--- src/rtl/pcs_ram.sv ---
// Generic single-port-write, single-port-read RAM with registered read.
// No dependencies.
module pcs_ram #(
    parameter int WIDTH = 32,
    parameter int DEPTH = 16
) (
    input  logic                     aclk,
    input  logic                     we,
    input  logic [$clog2(DEPTH)-1:0] waddr,
    input  logic [WIDTH-1:0]         wdata,
    input  logic [$clog2(DEPTH)-1:0] raddr,
    output logic [WIDTH-1:0]         rdata
);
    logic [WIDTH-1:0] mem [DEPTH];

    // Write and registered read
    always_ff @(posedge aclk) begin
        if (we) begin
            mem[waddr] <= wdata;
        end
        rdata <= mem[raddr];
    end
endmodule

--- config.mk ---
export PLATFORM = sky130hd
export DESIGN_NAME = pcs_ram
export DESIGN_NICKNAME = d
export VERILOG_FILES = /design/src/rtl/pcs_ram.sv
export SDC_FILE = /design/constraint.sdc
export NUM_CORES = 1
export LEC_CHECK = 0
export BUFFER_PORTS_ARGS = -buffer_cell sky130_fd_sc_hd__buf_4
export CAP_MARGIN = 25
export CELL_PAD_IN_SITES_DETAIL_PLACEMENT = 1
export CELL_PAD_IN_SITES_GLOBAL_PLACEMENT = 1
export CORE_MARGIN = 5
export CORE_UTILIZATION = 30
export DETAILED_ROUTE_END_ITERATION = 7
export PLACE_DENSITY = 0.44
export SLEW_MARGIN = 10
export SYNTH_ARGS = -nofsm -noshare
export SYNTH_HDL_FRONTEND = slang
export SYNTH_SLANG_ARGS = --single-unit
--- constraint.sdc ---
create_clock -name aclk -period 3.86 [get_ports aclk]
set_clock_uncertainty 0.2 [all_clocks]
set_input_delay 0 -clock aclk [delete_from_list [all_inputs] [get_ports aclk]]
set_output_delay 0 -clock aclk [all_outputs]
set_load 0.02 [all_outputs]
==> impl_metrics.py <==
metrics = {
    "outcome": {
        "status": "finished, final reports clean",
    },
    "pwr": {
        "p_sw_frac": 0.2094,
        "powerDensity_nw_per_um2": 548.1,
        "p_leak_nw": 7.740,
        "p_seq_frac": 0.501,
        "combinationalPowerShare": 0.054,
        "irDropWorstVdd_uv": 323.6,
        "finalPower_mw": 13.25,
        "p_sw_mw": 2.775,
        "intPower_mw": 10.48,
        "clockPowerShare": 0.445,
    },
    "setup_path": {
        "cp_data_required_time_ns": 4.21,
        "path_max_fanout": 14,
        "path_class": "in2reg",
        "r2r_slack_ns": 1.32,
        "crit_path_start_kind": "input port",
        "arrival_ns": 3.66,
        "r2r.worst_path.cells": 5,
        "cp-end-kind": "flip-flop",
        "r2r-end": "rdata[18]",
        "r2r_start": "mem[2][18]",
    },
    "floorplan": {
        "die_width_um": 267.3,
        "rows": 94,
        "num_io_pins": 74,
        "coreArea_um2": 65750,
        "fp.dieH_um": 267.3,
        "die_area_um2": 71430,
        "start_util": 0.3020,
    },
    "sta": {
        "setup_viol": 0,
        "setup_tns_ns": 0,
        "setup_slack_ns": 0.5508,
        "hold_viol_final": 0,
        "fmax_mhz": 302.2,
        "rsz0062_at_grt": "false",
        "fin_crit_ns": 3.309,
        "max_slew.worst_pin.slew_ns": 1.074,
        "post-route-period-util": 0.8573,
        "slew_headroom": 0.2815,
        "drv_slew": 0,
    },
    "drt": {
        "drtPass1Iterations": 4,
        "via_per_inst": 4.775,
        "drc_errors": 0,
        "routed-via-count": 9145,
        "drtIter0Drc": 545,
        "routedWlPerCell_um": 25.75,
        "wl_mm": 49.30,
        "ant_nets": 0,
    },
    "logic_synthesis": {
        "synth_nets": 880,
        "syn-cell-area_um2": 19850,
        "synth-edff-count": 512,
        "synthDistinctLibCells": 18,
        "yosysWarnings": 0,
        "synth-main-ff-cell": "edfxtp_1",
        "yosysTopAreaCell": "edfxtp_1",
        "ys_ff_latch": 544,
        "netlist_top_cells_area": "edfxtp_1 (77%), mux4_2 (15%), dfxtp_1 (3.2%)",
        "avgSynthCellArea_um2": 23.69,
        "ys_async_sr_fraction": 0,
        "yosys-top-cells-count": "edfxtp_1 (512), mux4_2 (128), a22oi_1 (64)",
        "synth_top_area_frac": 0.7744,
        "synth-seq-area-share": 0.8067,
        "syn-instance-count": 838,
        "synth_most_common_cell": "edfxtp_1",
    },
    "placed_design": {
        "hpwl_mm": 26.32,
        "place_congestion": 0.6595,
        "port_buffers": 73,
        "dpl_worst_slack_ns": 1.522,
    },
    "global_route": {
        "overflow": 0,
        "grt_usage": 0.1391,
        "grt_max_degree": 58,
        "grt_antenna_before_repair": 0,
        "grt_pass1_vias": 10200,
        "grt_pass1_wl_mm": 72.76,
    },
    "clocking": {
        "cts.sinks": 544,
        "cts_buffers": 59,
        "cts_tree": "done",
        "cts_root_buffer": "clkbuf_16",
        "cts_buffer_depth": 3,
        "htreeDepth": 2,
        "clk_latency_ns": 0.60,
        "cts_setup_buffers": 0,
        "clk_pin_slew_ns": 0.06,
    },
    "final_layout": {
        "area_delta_synth_final_pct": 21.79,
        "post-route-util": 0.3678,
        "nNetsFinal": 1045,
        "drive_above_1_share": 0.3349,
        "diodes": 0,
    },
    "min_path": {
        "hp-class": "in2reg",
        "hold_start": "raddr[0]",
        "whs_path_depth": 4,
        "hold_path_end": "rdata[29]",
    },
    "job": {
        "maxCapViolCount": 0,
    },
}
per-layer routing:
| layer | GRT usage | share of wire | vias to the layer above | wire [um] |
|---|---|---|---|---|
| met5 | 0 | 0 | - | 0 |
| met4 | 0.03765 | 0.019 | 0 | 951 |
| met3 | 0.02113 | 0.036 | 65 | 1793 |
| met2 | 0.2137 | 0.46 | 163 | 22510 |
| met1 | 0.2085 | 0.49 | 5009 | 24050 |
| li1 | - | - | 3908 | - |
cells by family (layout without fill, tap and decap cells):
logic type	after synthesis	after routing	share of synthesized area
DFF	544	544	0.8067
muxes	128	128	0.1452
AOI/OAI and AO/OA	64	64	0.02420
and+or+nand+nor	59	59	0.01273
buffers and inverters	43	256	0.01122
power groups by stage:
| stage | Sequential (mW) | Clock (mW) | Combinational [mW] |
|---|---|---|---|
| detailed placement | 6.77 | 0 | 0.701 |
| floorplan | 6.81 | 0 | 0.317 |
| finish | 6.64 | 5.89 | 0.718 |
| global route | 6.65 | 6.34 | 0.780 |
| CTS | 6.65 | 6.08 | 0.743 |
| global placement | 6.77 | 0 | 0.699 |
area by class of cell:
cell class | instances | area [um2]
multi-input cells | 251 | 3750
clock inverters | 35 | 420.4
repair buffers | 147 | 1290
clock buffers | 74 | 1623
well taps | 864 | 1081
fillers | 6234 | 41570
flip-flops and latches | 544 | 16020
what timing repair did:
item,4_1_cts,5_1_grt
gates resized for setup,0,0
setup endpoints to repair,0,0
endpoints found under the hold margin,695,0
hold buffers,45,0
worst max-delay path by stage:
stage	cells past startpoint	endpoint	startpoint
after floorplan	2	mem[0][0]	waddr[2]
after global placement	4	mem[6][3]	waddr[3]
after detailed placement	4	mem[10][18]	waddr[2]
after CTS	8	rdata[18]	raddr[2]
after global routing	8	rdata[18]	raddr[2]
final	8	rdata[18]	raddr[2]
registers in the layout, summed over array words and instances (netlist names):
signal and cells:
mem 512, rdata 32
stage by stage:
step                area (um2)  hold slack [ns]  cells
global placement         21690           0.1110   1761
detailed placement       21690           0.1171   1761
floorplan                19850          -0.1011    838
finish                   24180          0.04085   1915
CTS                      24180         0.006982   1915
global route             24180          0.04029   1915
layout by cell type (no fill, tap or decap), types with 4 or more instances in the layout:
cell type,instances
a22oi_1,64
nor3_2,4
clkbuf_1,6
buf_12,5
edfxtp_1,512
bufinv_16,9
clkinv_2,16
buf_4,95
nand2_1,33
nor2_4,13
clkinvlp_4,6
dlygate4sd3_1,45
mux4_2,128
dfxtp_1,32
clkbuf_8,9
clkbuf_16,59
critical path, cell delays in order:
cell and delay (ns):
dlygate4sd3_1 0.52, buf_4 0.15, nor2b_4 0.29, dlygate4sd3_1 1.31
a22oi_1 0.15, dlygate4sd3_1 0.62, nand2_1 0.06, dlygate4sd3_1 0.53
Power figures use the tool's default switching activity.
